--- src/rtl/core/plm_pkg.sv ---
`default_nettype none

package plm_pkg;

  localparam int DEPTH_DEF  = 16;
  localparam int DATA_W_DEF = 32;

  localparam int CMD_W     = 3;
  localparam int POS_W     = 6;
  localparam int VAL_W     = 32;
  localparam int STAT_W    = 2;
  localparam int CNT_OUT_W = 5;

  typedef enum logic [CMD_W-1:0] {
    CMD_INSERT = 3'd0,
    CMD_REMOVE = 3'd1,
    CMD_READ   = 3'd2,
    CMD_WRITE  = 3'd3,
    CMD_CLEAR  = 3'd4
  } plm_cmd_t;

  typedef enum logic [STAT_W-1:0] {
    STAT_OK     = 2'd0,
    STAT_BADPOS = 2'd1,
    STAT_FULL   = 2'd2
  } plm_status_t;

  typedef enum logic [3:0] {
    ST_IDLE,
    ST_DECODE,
    ST_INS_PRIME,
    ST_INS_SHIFT,
    ST_INS_PUT,
    ST_RM_PRIME,
    ST_RM_SHIFT,
    ST_READ_WAIT,
    ST_DONE
  } plm_state_t;

  typedef enum logic [2:0] {
    AS_POS,
    AS_IDX,
    AS_IDX_DN,
    AS_IDX_DN2,
    AS_IDX_UP
  } plm_asel_t;

  typedef struct packed {
    logic [CMD_W-1:0] cmd;
    logic [POS_W-1:0] position;
    logic [VAL_W-1:0] value_in;
  } plm_req_t;

  typedef struct packed {
    logic [VAL_W-1:0]     value_out;
    logic [STAT_W-1:0]    status;
    logic [CNT_OUT_W-1:0] count;
  } plm_rsp_t;

  typedef struct packed {
    logic      req_load;
    logic      stat_load;
    logic      idx_ins;
    logic      idx_rm;
    logic      idx_dec;
    logic      idx_inc;
    logic      rd_en;
    plm_asel_t rd_sel;
    logic      rd_capture;
    logic      wr_en;
    plm_asel_t wr_sel;
    logic      wd_val;
    logic      cnt_inc;
    logic      cnt_dec;
    logic      cnt_clr;
    logic      out_load;
  } plm_ctl_t;

  typedef struct packed {
    plm_cmd_t cmd;
    logic     ok;
    logic     ins_shift;
    logic     rm_shift;
    logic     ins_more;
    logic     rm_more;
    logic     out_busy;
  } plm_sts_t;

endpackage

`default_nettype wire

--- src/rtl/core/plm_ram.sv ---
`default_nettype none

module plm_ram #(
  parameter int WIDTH = 32,
  parameter int DEPTH = 16,
  localparam int AW = $clog2(DEPTH)
) (
  input  wire logic             clk,
  input  wire logic             wr_en,
  input  wire logic [AW-1:0]    wr_addr,
  input  wire logic [WIDTH-1:0] wr_data,
  input  wire logic             rd_en,
  input  wire logic [AW-1:0]    rd_addr,
  output logic      [WIDTH-1:0] rd_data
);

  logic [WIDTH-1:0] mem [DEPTH];

  always_ff @(posedge clk) begin
    if (wr_en) begin
      mem[wr_addr] <= wr_data;
    end
    if (rd_en) begin
      rd_data <= mem[rd_addr];
    end
  end

endmodule

`default_nettype wire

--- src/rtl/core/plm_ctrl.sv ---
`default_nettype none

module plm_ctrl
  import plm_pkg::*;
(
  input  wire logic     clk,
  input  wire logic     rst_n,
  input  wire logic     in_valid,
  output logic          in_stall,
  input  wire plm_sts_t sts,
  output plm_ctl_t      ctl
);

  plm_state_t state_r;
  plm_state_t state_nxt;

  always_ff @(posedge clk) begin
    if (!rst_n) begin
      state_r <= ST_IDLE;
    end else begin
      state_r <= state_nxt;
    end
  end

  always_comb begin
    state_nxt = state_r;
    case (state_r)
      ST_IDLE: begin
        if (in_valid) begin
          state_nxt = ST_DECODE;
        end
      end
      ST_DECODE: begin
        if (!sts.ok) begin
          state_nxt = ST_DONE;
        end else begin
          case (sts.cmd)
            CMD_INSERT: state_nxt = sts.ins_shift ? ST_INS_PRIME : ST_INS_PUT;
            CMD_REMOVE: state_nxt = sts.rm_shift ? ST_RM_PRIME : ST_DONE;
            CMD_READ:   state_nxt = ST_READ_WAIT;
            default:    state_nxt = ST_DONE;
          endcase
        end
      end
      ST_INS_PRIME: state_nxt = ST_INS_SHIFT;
      ST_INS_SHIFT: begin
        if (!sts.ins_more) begin
          state_nxt = ST_INS_PUT;
        end
      end
      ST_INS_PUT:   state_nxt = ST_DONE;
      ST_RM_PRIME:  state_nxt = ST_RM_SHIFT;
      ST_RM_SHIFT: begin
        if (!sts.rm_more) begin
          state_nxt = ST_DONE;
        end
      end
      ST_READ_WAIT: state_nxt = ST_DONE;
      ST_DONE: begin
        if (!sts.out_busy) begin
          state_nxt = ST_IDLE;
        end
      end
      default: state_nxt = ST_IDLE;
    endcase
  end

  always_comb begin
    ctl      = '0;
    in_stall = 1'b1;
    case (state_r)
      ST_IDLE: begin
        in_stall     = 1'b0;
        ctl.req_load = in_valid;
      end
      ST_DECODE: begin
        ctl.stat_load = 1'b1;
        if (sts.ok) begin
          case (sts.cmd)
            CMD_INSERT: ctl.idx_ins = sts.ins_shift;
            CMD_REMOVE: begin
              ctl.idx_rm  = sts.rm_shift;
              ctl.cnt_dec = !sts.rm_shift;
            end
            CMD_READ: begin
              ctl.rd_en  = 1'b1;
              ctl.rd_sel = AS_POS;
            end
            CMD_WRITE: begin
              ctl.wr_en  = 1'b1;
              ctl.wr_sel = AS_POS;
              ctl.wd_val = 1'b1;
            end
            CMD_CLEAR: ctl.cnt_clr = 1'b1;
            default: ;
          endcase
        end
      end
      ST_INS_PRIME: begin
        ctl.rd_en  = 1'b1;
        ctl.rd_sel = AS_IDX_DN;
      end
      ST_INS_SHIFT: begin
        ctl.wr_en  = 1'b1;
        ctl.wr_sel = AS_IDX;
        if (sts.ins_more) begin
          ctl.rd_en   = 1'b1;
          ctl.rd_sel  = AS_IDX_DN2;
          ctl.idx_dec = 1'b1;
        end
      end
      ST_INS_PUT: begin
        ctl.wr_en   = 1'b1;
        ctl.wr_sel  = AS_POS;
        ctl.wd_val  = 1'b1;
        ctl.cnt_inc = 1'b1;
      end
      ST_RM_PRIME: begin
        ctl.rd_en  = 1'b1;
        ctl.rd_sel = AS_IDX;
      end
      ST_RM_SHIFT: begin
        ctl.wr_en  = 1'b1;
        ctl.wr_sel = AS_IDX_DN;
        if (sts.rm_more) begin
          ctl.rd_en   = 1'b1;
          ctl.rd_sel  = AS_IDX_UP;
          ctl.idx_inc = 1'b1;
        end else begin
          ctl.cnt_dec = 1'b1;
        end
      end
      ST_READ_WAIT: ctl.rd_capture = 1'b1;
      ST_DONE:      ctl.out_load = !sts.out_busy;
      default: ;
    endcase
  end

`ifndef SYNTHESIS
  a_accept_decodes: assert property (@(posedge clk) disable iff (!rst_n)
    (in_valid && !in_stall) |=> (state_r == ST_DECODE))
    else $error("accepted request did not move to decode");

  a_done_returns: assert property (@(posedge clk) disable iff (!rst_n)
    ctl.out_load |=> (state_r == ST_IDLE))
    else $error("result load did not return to idle");
`endif

endmodule

`default_nettype wire

--- src/rtl/core/plm_dp.sv ---
`default_nettype none

module plm_dp
  import plm_pkg::*;
#(
  parameter int DEPTH  = DEPTH_DEF,
  parameter int DATA_W = DATA_W_DEF
) (
  input  wire logic     clk,
  input  wire logic     rst_n,
  input  wire plm_req_t in_data,
  output plm_rsp_t      out_data,
  output logic          out_valid,
  input  wire logic     out_stall,
  input  wire plm_ctl_t ctl,
  output plm_sts_t      sts
);

  localparam int AW   = $clog2(DEPTH);
  localparam int CW   = $clog2(DEPTH + 1);
  localparam int CMPW = ((CW > POS_W) ? CW : POS_W) + 1;

  plm_req_t    req_r;
  logic [CW-1:0] count_r;
  logic [CW-1:0] count_nxt;
  logic [CW-1:0] idx_r;
  logic [CW-1:0] idx_nxt;
  plm_status_t stat_r;
  plm_status_t stat_nxt;
  logic [DATA_W-1:0] rdv_r;
  logic        out_valid_r;
  logic        out_valid_nxt;
  plm_rsp_t    out_data_r;

  logic [CMPW-1:0] posx;
  logic [CMPW-1:0] cntx;
  logic [CMPW-1:0] idxx;
  logic            bad_ins;
  logic            bad_acc;
  logic            full;
  logic [AW-1:0]   rd_addr;
  logic [AW-1:0]   wr_addr;
  logic [DATA_W-1:0] wr_data;
  logic [DATA_W-1:0] rd_data;

  function automatic logic [AW-1:0] sel_addr(plm_asel_t sel, logic [CMPW-1:0] p,
                                             logic [CW-1:0] idx);
    logic [AW-1:0] a;
    case (sel)
      AS_POS:     a = AW'(p - CMPW'(1));
      AS_IDX:     a = AW'(idx);
      AS_IDX_DN:  a = AW'(idx - CW'(1));
      AS_IDX_DN2: a = AW'(idx - CW'(2));
      AS_IDX_UP:  a = AW'(idx + CW'(1));
      default:    a = AW'(idx);
    endcase
    return a;
  endfunction

  assign posx    = CMPW'(req_r.position);
  assign cntx    = CMPW'(count_r);
  assign idxx    = CMPW'(idx_r);
  assign bad_ins = (posx == '0) || (posx > cntx + CMPW'(1));
  assign bad_acc = (posx == '0) || (posx > cntx);
  assign full    = (cntx >= CMPW'(DEPTH));

  always_comb begin
    case (req_r.cmd)
      CMD_INSERT: stat_nxt = bad_ins ? STAT_BADPOS : (full ? STAT_FULL : STAT_OK);
      CMD_REMOVE,
      CMD_READ,
      CMD_WRITE:  stat_nxt = bad_acc ? STAT_BADPOS : STAT_OK;
      default:    stat_nxt = STAT_OK;
    endcase
  end

  assign sts.cmd       = plm_cmd_t'(req_r.cmd);
  assign sts.ok        = (stat_nxt == STAT_OK);
  assign sts.ins_shift = (posx <= cntx);
  assign sts.rm_shift  = (posx < cntx);
  assign sts.ins_more  = (idxx > posx);
  assign sts.rm_more   = ((idxx + CMPW'(1)) < cntx);
  assign sts.out_busy  = out_valid_r && out_stall;

  assign rd_addr = sel_addr(ctl.rd_sel, posx, idx_r);
  assign wr_addr = sel_addr(ctl.wr_sel, posx, idx_r);
  assign wr_data = ctl.wd_val ? DATA_W'(req_r.value_in) : rd_data;

  plm_ram #(
    .WIDTH (DATA_W),
    .DEPTH (DEPTH)
  ) u_ram (
    .clk     (clk),
    .wr_en   (ctl.wr_en),
    .wr_addr (wr_addr),
    .wr_data (wr_data),
    .rd_en   (ctl.rd_en),
    .rd_addr (rd_addr),
    .rd_data (rd_data)
  );

  always_comb begin
    count_nxt = count_r;
    if (ctl.cnt_clr) begin
      count_nxt = '0;
    end else if (ctl.cnt_inc) begin
      count_nxt = count_r + CW'(1);
    end else if (ctl.cnt_dec) begin
      count_nxt = count_r - CW'(1);
    end
  end

  always_comb begin
    idx_nxt = idx_r;
    if (ctl.idx_ins) begin
      idx_nxt = count_r;
    end else if (ctl.idx_rm) begin
      idx_nxt = CW'(posx);
    end else if (ctl.idx_dec) begin
      idx_nxt = idx_r - CW'(1);
    end else if (ctl.idx_inc) begin
      idx_nxt = idx_r + CW'(1);
    end
  end

  assign out_valid_nxt = ctl.out_load || (out_valid_r && out_stall);

  always_ff @(posedge clk) begin
    if (!rst_n) begin
      count_r     <= '0;
      out_valid_r <= 1'b0;
    end else begin
      count_r     <= count_nxt;
      out_valid_r <= out_valid_nxt;
    end
  end

  always_ff @(posedge clk) begin
    idx_r <= idx_nxt;
    if (ctl.req_load) begin
      req_r <= in_data;
    end
    if (ctl.stat_load) begin
      stat_r <= stat_nxt;
      rdv_r  <= '0;
    end else if (ctl.rd_capture) begin
      rdv_r <= rd_data;
    end
    if (ctl.out_load) begin
      out_data_r.value_out <= VAL_W'(rdv_r);
      out_data_r.status    <= stat_r;
      out_data_r.count     <= CNT_OUT_W'(count_r);
    end
  end

  assign out_valid = out_valid_r;
  assign out_data  = out_data_r;

`ifndef SYNTHESIS
  a_count_bound: assert property (@(posedge clk) disable iff (!rst_n)
    cntx <= CMPW'(DEPTH))
    else $error("entry count exceeds depth");

  a_load_not_busy: assert property (@(posedge clk) disable iff (!rst_n)
    ctl.out_load |-> !(out_valid_r && out_stall))
    else $error("result overwritten while stalled");

  a_capture_after_read: assert property (@(posedge clk) disable iff (!rst_n)
    ctl.rd_capture |-> $past(ctl.rd_en))
    else $error("read data captured without a read");
`endif

endmodule

`default_nettype wire

--- src/rtl/core/positional_list_engine.sv ---
// Ordered list of up to DEPTH entries addressed by 1-based position, one request at a
// time. A request is taken only while the engine is idle; its result lands in an output
// register, so the next request may be taken while that result still waits. An insert
// at position p first moves the entries from p onward one place up, and a remove at
// position p moves the entries after p one place down (neither moves any when it
// appends at the end or drops the last entry); the entries move one per cycle
// through the single read and single write port of the entry RAM. Entries never
// written are never returned, since only positions within the current length are read.
`default_nettype none

module positional_list_engine
  import plm_pkg::*;
#(
  parameter int DEPTH  = DEPTH_DEF,
  parameter int DATA_W = DATA_W_DEF
) (
  input  wire logic     clk,
  input  wire logic     rst_n,
  input  wire logic     in_valid,
  output logic          in_stall,
  input  wire plm_req_t in_data,
  output logic          out_valid,
  input  wire logic     out_stall,
  output plm_rsp_t      out_data
);

  plm_ctl_t ctl;
  plm_sts_t sts;

  plm_ctrl u_ctrl (
    .clk      (clk),
    .rst_n    (rst_n),
    .in_valid (in_valid),
    .in_stall (in_stall),
    .sts      (sts),
    .ctl      (ctl)
  );

  plm_dp #(
    .DEPTH  (DEPTH),
    .DATA_W (DATA_W)
  ) u_dp (
    .clk       (clk),
    .rst_n     (rst_n),
    .in_data   (in_data),
    .out_data  (out_data),
    .out_valid (out_valid),
    .out_stall (out_stall),
    .ctl       (ctl),
    .sts       (sts)
  );

endmodule

`default_nettype wire
--- config.mk ---
export PLATFORM = sky130hd
export DESIGN_NAME = positional_list_engine
export DESIGN_NICKNAME = d
export VERILOG_FILES = /design/src/rtl/core/plm_pkg.sv /design/src/rtl/core/plm_ram.sv /design/src/rtl/core/plm_ctrl.sv /design/src/rtl/core/plm_dp.sv /design/src/rtl/core/positional_list_engine.sv
export SDC_FILE = /design/constraint.sdc
export NUM_CORES = 1
export LEC_CHECK = 0
export BUFFER_PORTS_ARGS = -buffer_cell sky130_fd_sc_hd__buf_4
export CAP_MARGIN = 20
export CORE_MARGIN = 3
export CORE_UTILIZATION = 60
export CTS_BUF_LIST = sky130_fd_sc_hd__clkbuf_16
export CTS_CLUSTER_SIZE = 28
export DETAILED_ROUTE_END_ITERATION = 8
export GPL_ROUTABILITY_DRIVEN = 0
export PLACE_DENSITY = 0.77
export SYNTH_ARGS = -nofsm -noshare
export SYNTH_HDL_FRONTEND = slang
export SYNTH_SLANG_ARGS = --single-unit
--- constraint.sdc ---
create_clock -name clk -period 6.91 [get_ports clk]
set_input_delay 1.382 -clock clk [delete_from_list [all_inputs] [get_ports clk]]
set_output_delay 1.382 -clock clk [all_outputs]
set_load 0.01 [all_outputs]
After elaboration in Yosys (flattened, before gate mapping). Memories as Yosys holds them, arrays and structs flattened. A register that Yosys moved wholly into a read port is not among the register bits. Index checks and enable logic that the tools add are counted.

Memories: 1. Word-level logic and storage cells: 120. Output and inout bits: 41. Bits in latches: 0. Memory bits (writable): 512. ROM bits: 0. Bits of input ports: 45. Register bits after elaboration: 129.

Mux-type cells: 51. Eq/ne operators: 22. Divide/modulo/power cells: 0. Magnitude comparators: 7. $mul: 0. Bitwise operators: 1. Reduce and logical (&&, ||, !) cells: 18. Add/sub/neg operators: 8. Shift operators: 0.

Memory list: u_dp.u_ram.mem (depth 16, width 32, read ports 1, clocked after memory_dff 1, wr ports 1, line plm_ram.sv:17) `logic [WIDTH-1:0] mem [DEPTH];`.

Operator list (number): $pmux W4 S4 (3); $mux W5 (9); $mux W4 (9); $mux W32 (1); $pmux W4 S8 (1); $pmux W4 S5 (1); $eq A3 B2 Y1 const B (6); $mux W1 (17); $eq A4 B3 Y1 const B (4); $add A5 B1 Y6 const B (2); $pmux W4 S3 (1); $add A5 B1 Y5 const B (2); $sub A5 B1 Y5 const B (2); $eq A3 B3 Y1 const B (3); $logic_not A3 Y1 (3); $eq A4 B2 Y1 const B (2); $mux W2 (4); $ne A2 B2 Y1 const B (4); $logic_not A7 Y1 (1); $lt A7 B5 Y1 (1); $gt A5 B6 Y1 (1); $gt A6 B5 Y1 (1); $gt A6 B6 Y1 (1); $le A6 B5 Y1 (1); 21 further kinds (27).

Longest topological paths before layout.
Depth after elaboration: 10. Gate-level depth with buffers: 17.

Hierarchy. Synthesis repeated with hierarchy kept, for this count alone.

Cells, all modules: 1392. Area, all modules: 26676.8 um2.

By module, submodules not included: plm_ram (sequential area each 16335.7 um2, area an instance 20155.6 um2, cells each 838, instances 1); plm_dp (sequential area each 3373.2 um2, area an instance 5930.7 um2, cells each 468, instances 1); plm_ctrl (sequential area each 80.1 um2, area an instance 590.6 um2, cells each 86, instances 1).

Least setup slack after synthesis. OpenSTA, ideal clock, no wires.

Path kind: reg-to-reg. Start: register u_dp.count_r[1]. End: memory u_dp.u_ram.mem[1][0] (enable). Stages on the path, launching flop included: 12. Path buffers: 0. Clock period less this slack: 4906 ps. Setup time: 461 ps. Data arrival time: 4445 ps. Slack: 2004 ps. Required time: 6449 ps. Cells stage by stage: dfxtp_1 > inv_1 > ha_1 > nor2b_1 > o21ai_0 > a31oi_1 > nor2_1 > o21a_1 > a31oi_1 > o311ai_0 > o31ai_1 > nor3_1.

Longest elaborated chain between the ends: 10. Elaborated cells on any way between the ends: 20. Those cells by class: add/sub: 1; order compare: 3; eq/ne: 3; mux: 9; reduce/logical: 4.

Ends and longest elaborated chain: start: declaration (line plm_dp.sv:24) `logic [CW-1:0] count_r;`; start signal: assignment (line plm_dp.sv:133) `count_r <= count_nxt;`; $add A5 B1 Y6 (line plm_dp.sv:63) `assign bad_ins = (posx == '0) || (posx > cntx + CMPW'(1));`; $gt A6 B6 Y1 (line plm_dp.sv:63); $logic_or A1 B1 Y1 (line plm_dp.sv:63); $mux W2 (line plm_dp.sv:69) `CMD_INSERT: stat_nxt = bad_ins ? STAT_BADPOS : (full ? STAT_FULL : STAT_OK);`; $pmux W2 S2 * (line plm_dp.sv:68) `case (req_r.cmd)`; $logic_not A2 Y1 * (line plm_dp.sv:78) `assign sts.ok = (stat_nxt == STAT_OK);`; $mux W5 * (line plm_ctrl.sv:78) `if (sts.ok) begin`; $pmux W4 S4 * (line plm_ctrl.sv:71) `case (state_r)`; $eq A3 B3 Y1 (tied with other cells) (line plm_dp.sv:49) `case (sel)`; $pmux W4 S4 / $mux W1 (equally long branches) (line plm_dp.sv:49, plm_ram.sv:21); end: declaration (line plm_ram.sv:17).

Mark *: on every way between the ends. The rest lies on a longest branch, timed or not.

Worst setup path after layout.
Start: register u_dp.idx_r[0]. End: register u_dp.u_ram.rd_data[26], read port of u_dp.u_ram.mem (data pin).

Longest elaborated chain between the ends: 6. Elaborated cells on any way between the ends: 14. Those cells by class: add/sub: 4; order compare: 2; eq/ne: 3; mux: 4; reduce/logical: 1.

Ends and longest elaborated chain: start: declaration (line plm_dp.sv:26) `logic [CW-1:0] idx_r;`; start signal: assignment (line plm_dp.sv:139) `idx_r <= idx_nxt;`; $add A5 B1 Y6 (line plm_dp.sv:82) `assign sts.rm_more = ((idxx + CMPW'(1)) < cntx);`; $lt A7 B5 Y1 (line plm_dp.sv:82); $mux W5 (line plm_ctrl.sv:125) `if (sts.rm_more) begin`; $pmux W4 S5 (line plm_ctrl.sv:71); $eq A3 B3 Y1 (tied with other cells) (line plm_dp.sv:49); $pmux W4 S4 (line plm_dp.sv:49); end: declaration (line plm_ram.sv:14) `output logic [WIDTH-1:0] rd_data`.

Parallel ways exist; a longest one is shown, timed or not. A chain may end at the register's enable or synchronous reset.

==> results.ini <==
[status]
run_status = finished clean

[synth]
synth_top_area_share_pct = 69.3
synth_seq_cells = 673
yosys-top-cells-area = edfxtp_1 69%, nand2_1 7.0%, mux2i_1 3.7%
netlist_area_um2 = 27300
ys_async_sr_fraction_pct = 0
synth.avg_cell_area_um2 = 13.9
syn_nets = 2045
synthFlopType = edfxtp_1
synth_edf_count = 631
synth_cells = 1969
yosysSeqAreaShare_pct = 72.4
yosys_warnings = 0
yosysTopAreaCell = edfxtp_1
synth_cell_types = 70

[clock_network]
holdBufCountCts = 0
cts_made_buffers = 69
clk_latency_ns = 0.61
post_cts_resized = 0
clockBufferDepth = 3
clk_pin_slew_ns = 0.06
post_cts_buffers = 0
htreeDepth = 3
cts_sinks = 673
cts_root_buf = clkbuf_16
tritoncts = built

[setup_path]
worst_setup_path_start_kind = register
cp_data_required_time_ns = 7.32
arrival_ns = 5.38
r2r_slack_ns = 1.94
crit_path_max_fanout = 90
critPathCaptureType = register
crit_type = register to register

[timing]
worst_pin_slew_ns = 1.14
period_needed_ns = 4.97
fin_skew_ns = 0.0296
setup_viol = 0
slew_viol_final = 0
tns_ns = 0
rsz0062_at_grt = false
slew_headroom_pct = 23.9
fin_crit_sh_pct = 71.9
fmax_ghz = 0.201
worst_hold_slack_ns = 0.418
hold_viol_final = 0

[power]
p_per_area_nw_per_um2 = 302
pwr-share-seq_pct = 50.0
p_switching_w = 0.00230
p_sw_share_pct = 24.6
clkPwrFrac_pct = 37.7
internal_power_w = 0.00703
power_w = 0.00932
p_comb_share_pct = 12.3
p_leak_nw = 11.1
ir_drop_uv = 258

[placement]
dp_hpwl_um = 33600
portBuffers = 85

[final_layout]
syn_to_final_growth_pct = 12.9
fin_nets = 2136
drive_above_1_share_pct = 14.6
antenna_cells = 0

[floorplan]
pin_count = 86
dieHeight_um = 219
coreArea_um2 = 44600
die_w_um = 219
num_rows = 77
initial_core_util_pct = 61.3
dieArea_um2 = 48200

[flow_run]
drv_cap = 0

[detailed_routing]
routed_wl_um = 63700
ant_nets = 0
vias = 16704
first_iter_violations = 1841
dr.pass1.iters = 6
viasPerCell = 6.17
wl_per_cell_um = 23.5
drc = 0

[min_path]
hold_class = register to register

[global_routing]
grt_pass1_vias = 16682
grt_pass1_wl_um = 97000
grtUsageTotal_pct = 26.9
antenna_found_initial = 0
overflow = 0
grt_max_degree = 225

==> layout make-up <==
class | count | area (µm²)
clock buffers | 72 | 1800
clock inverters | 53 | 355
fillers | 2912 | 13800
inverters | 21 | 78.8
multi-input cells | 1174 | 7140
flip-flops and latches | 673 | 19800
well taps | 592 | 741
repair buffers | 121 | 946
==> power by group through the flow <==
stage	clock network, W	logic [W]	registers [W]
4_1_cts	0.00356	0.00114	0.00466
3_3_place_gp	0	0.00109	0.00474
5_1_grt	0.00372	0.00125	0.00467
2_1_floorplan	0	0.000808	0.00473
3_5_place_dp	0	0.00114	0.00474
6_report	0.00351	0.00115	0.00466
==> metal layers <==
layer	track usage, %	wire, µm
met2	43.9	31100
met4	11.0	2300
met5	0	0
met1	36.2	25000
met3	4.62	5320
==> critical path, stage by stage, from the launching register on <==
cell and delay [ns]:
edfxtp_1 0.67, inv_1 0.18, ha_1 0.41, ha_1 0.21, or3_1 0.35, o22a_1 0.25, a211o_1 0.36, a41oi_2 0.22
and4_4 0.96, buf_4 0.42, nand2_1 0.10, nand3_1 0.11, o211ai_1 0.13, a2111oi_2 0.36
==> cell families after synthesis <==
kind of cell | synth area share (%)
AO/OA/AOI/OAI | 6.00
flip-flops | 72.4
multiplexers | 5.14
AND/OR/NAND/NOR | 12.4
adder cells (fa/ha/maj) | 1.45
buffers and inverters | 2.12
XOR/XNOR | 0.545
==> sequential cells by signal, summed over array words and instances (netlist names) <==
signal              cells
u_dp.stat_r             2
u_dp.u_ram.mem        512
u_dp.req_r             32
u_dp.rdv_r             32
u_dp.posx               6
u_dp.sts                3
u_dp.u_ram.rd_data     32
u_dp.count_r            5
u_dp.idx_r              5
u_dp.out_data          39
u_ctrl.state_r          4
u_dp.out_valid          1
==> synth_stat cells (5+ instances only) <==
cell type	count
a21oi_1	46
dfxtp_1	42
ha_1	30
clkbuf_1	41
o21ai_0	44
inv_1	21
mux2i_1	102
nor2b_1	7
and3_1	66
nand2_1	511
nor3_1	20
buf_2	43
a2111oi_2	32
mux2_2	34
o211ai_1	32
a211oi_1	5
nor2_1	44
buf_4	7
edfxtp_1	631
buf_6	5
a21o_1	6
nand3_1	104
xnor2_1	13
o21a_1	6
a31oi_1	5
==> stage by stage <==
stage	util [%]	instances	cell area [µm²]	setup slack [ns]
global route	69.2	2706	30800	1.66
detailed placement	64.3	2580	28700	2.01
global placement	64.3	2580	28700	2.20
floorplan	-	1969	27300	2.00
CTS	69.1	2705	30800	1.98
finish	69.2	2706	30800	1.94
==> placed cells by master (no fill, tap or decap), types with 5 or more instances in the layout <==
master       n
edfxtp_1   631
nand2_1    511
buf_4      118
nand3_1    103
mux2i_1    102
clkbuf_16   72
and3_1      65
inv_1       45
a21oi_1     45
o21ai_0     44
dfxtp_1     42
mux2_2      34
nor2_1      33
o211ai_1    32
a2111oi_2   32
ha_1        30
clkinv_1    15
xnor2_1     13
nor2_4      11
nor3_1      10
nor3_2      10
nor2b_1      7
o21a_1       6
a21o_1       6
a211oi_1     5
clkinv_2     5
==> final timing paths <==
| check | cells past startpoint | endpoint | startpoint |
|---|---|---|---|
| setup / recovery | 13 | u_dp.u_ram.rd_data[26] | u_dp.idx_r[0] |
| hold / removal | 0 | u_dp.out_data[6] | u_dp.stat_r[1] |
| setup reg to reg | 13 | u_dp.u_ram.rd_data[26] | u_dp.idx_r[0] |
| hold reg to reg | 0 | u_dp.out_data[6] | u_dp.stat_r[1] |
(Power assumes the default switching activity.)
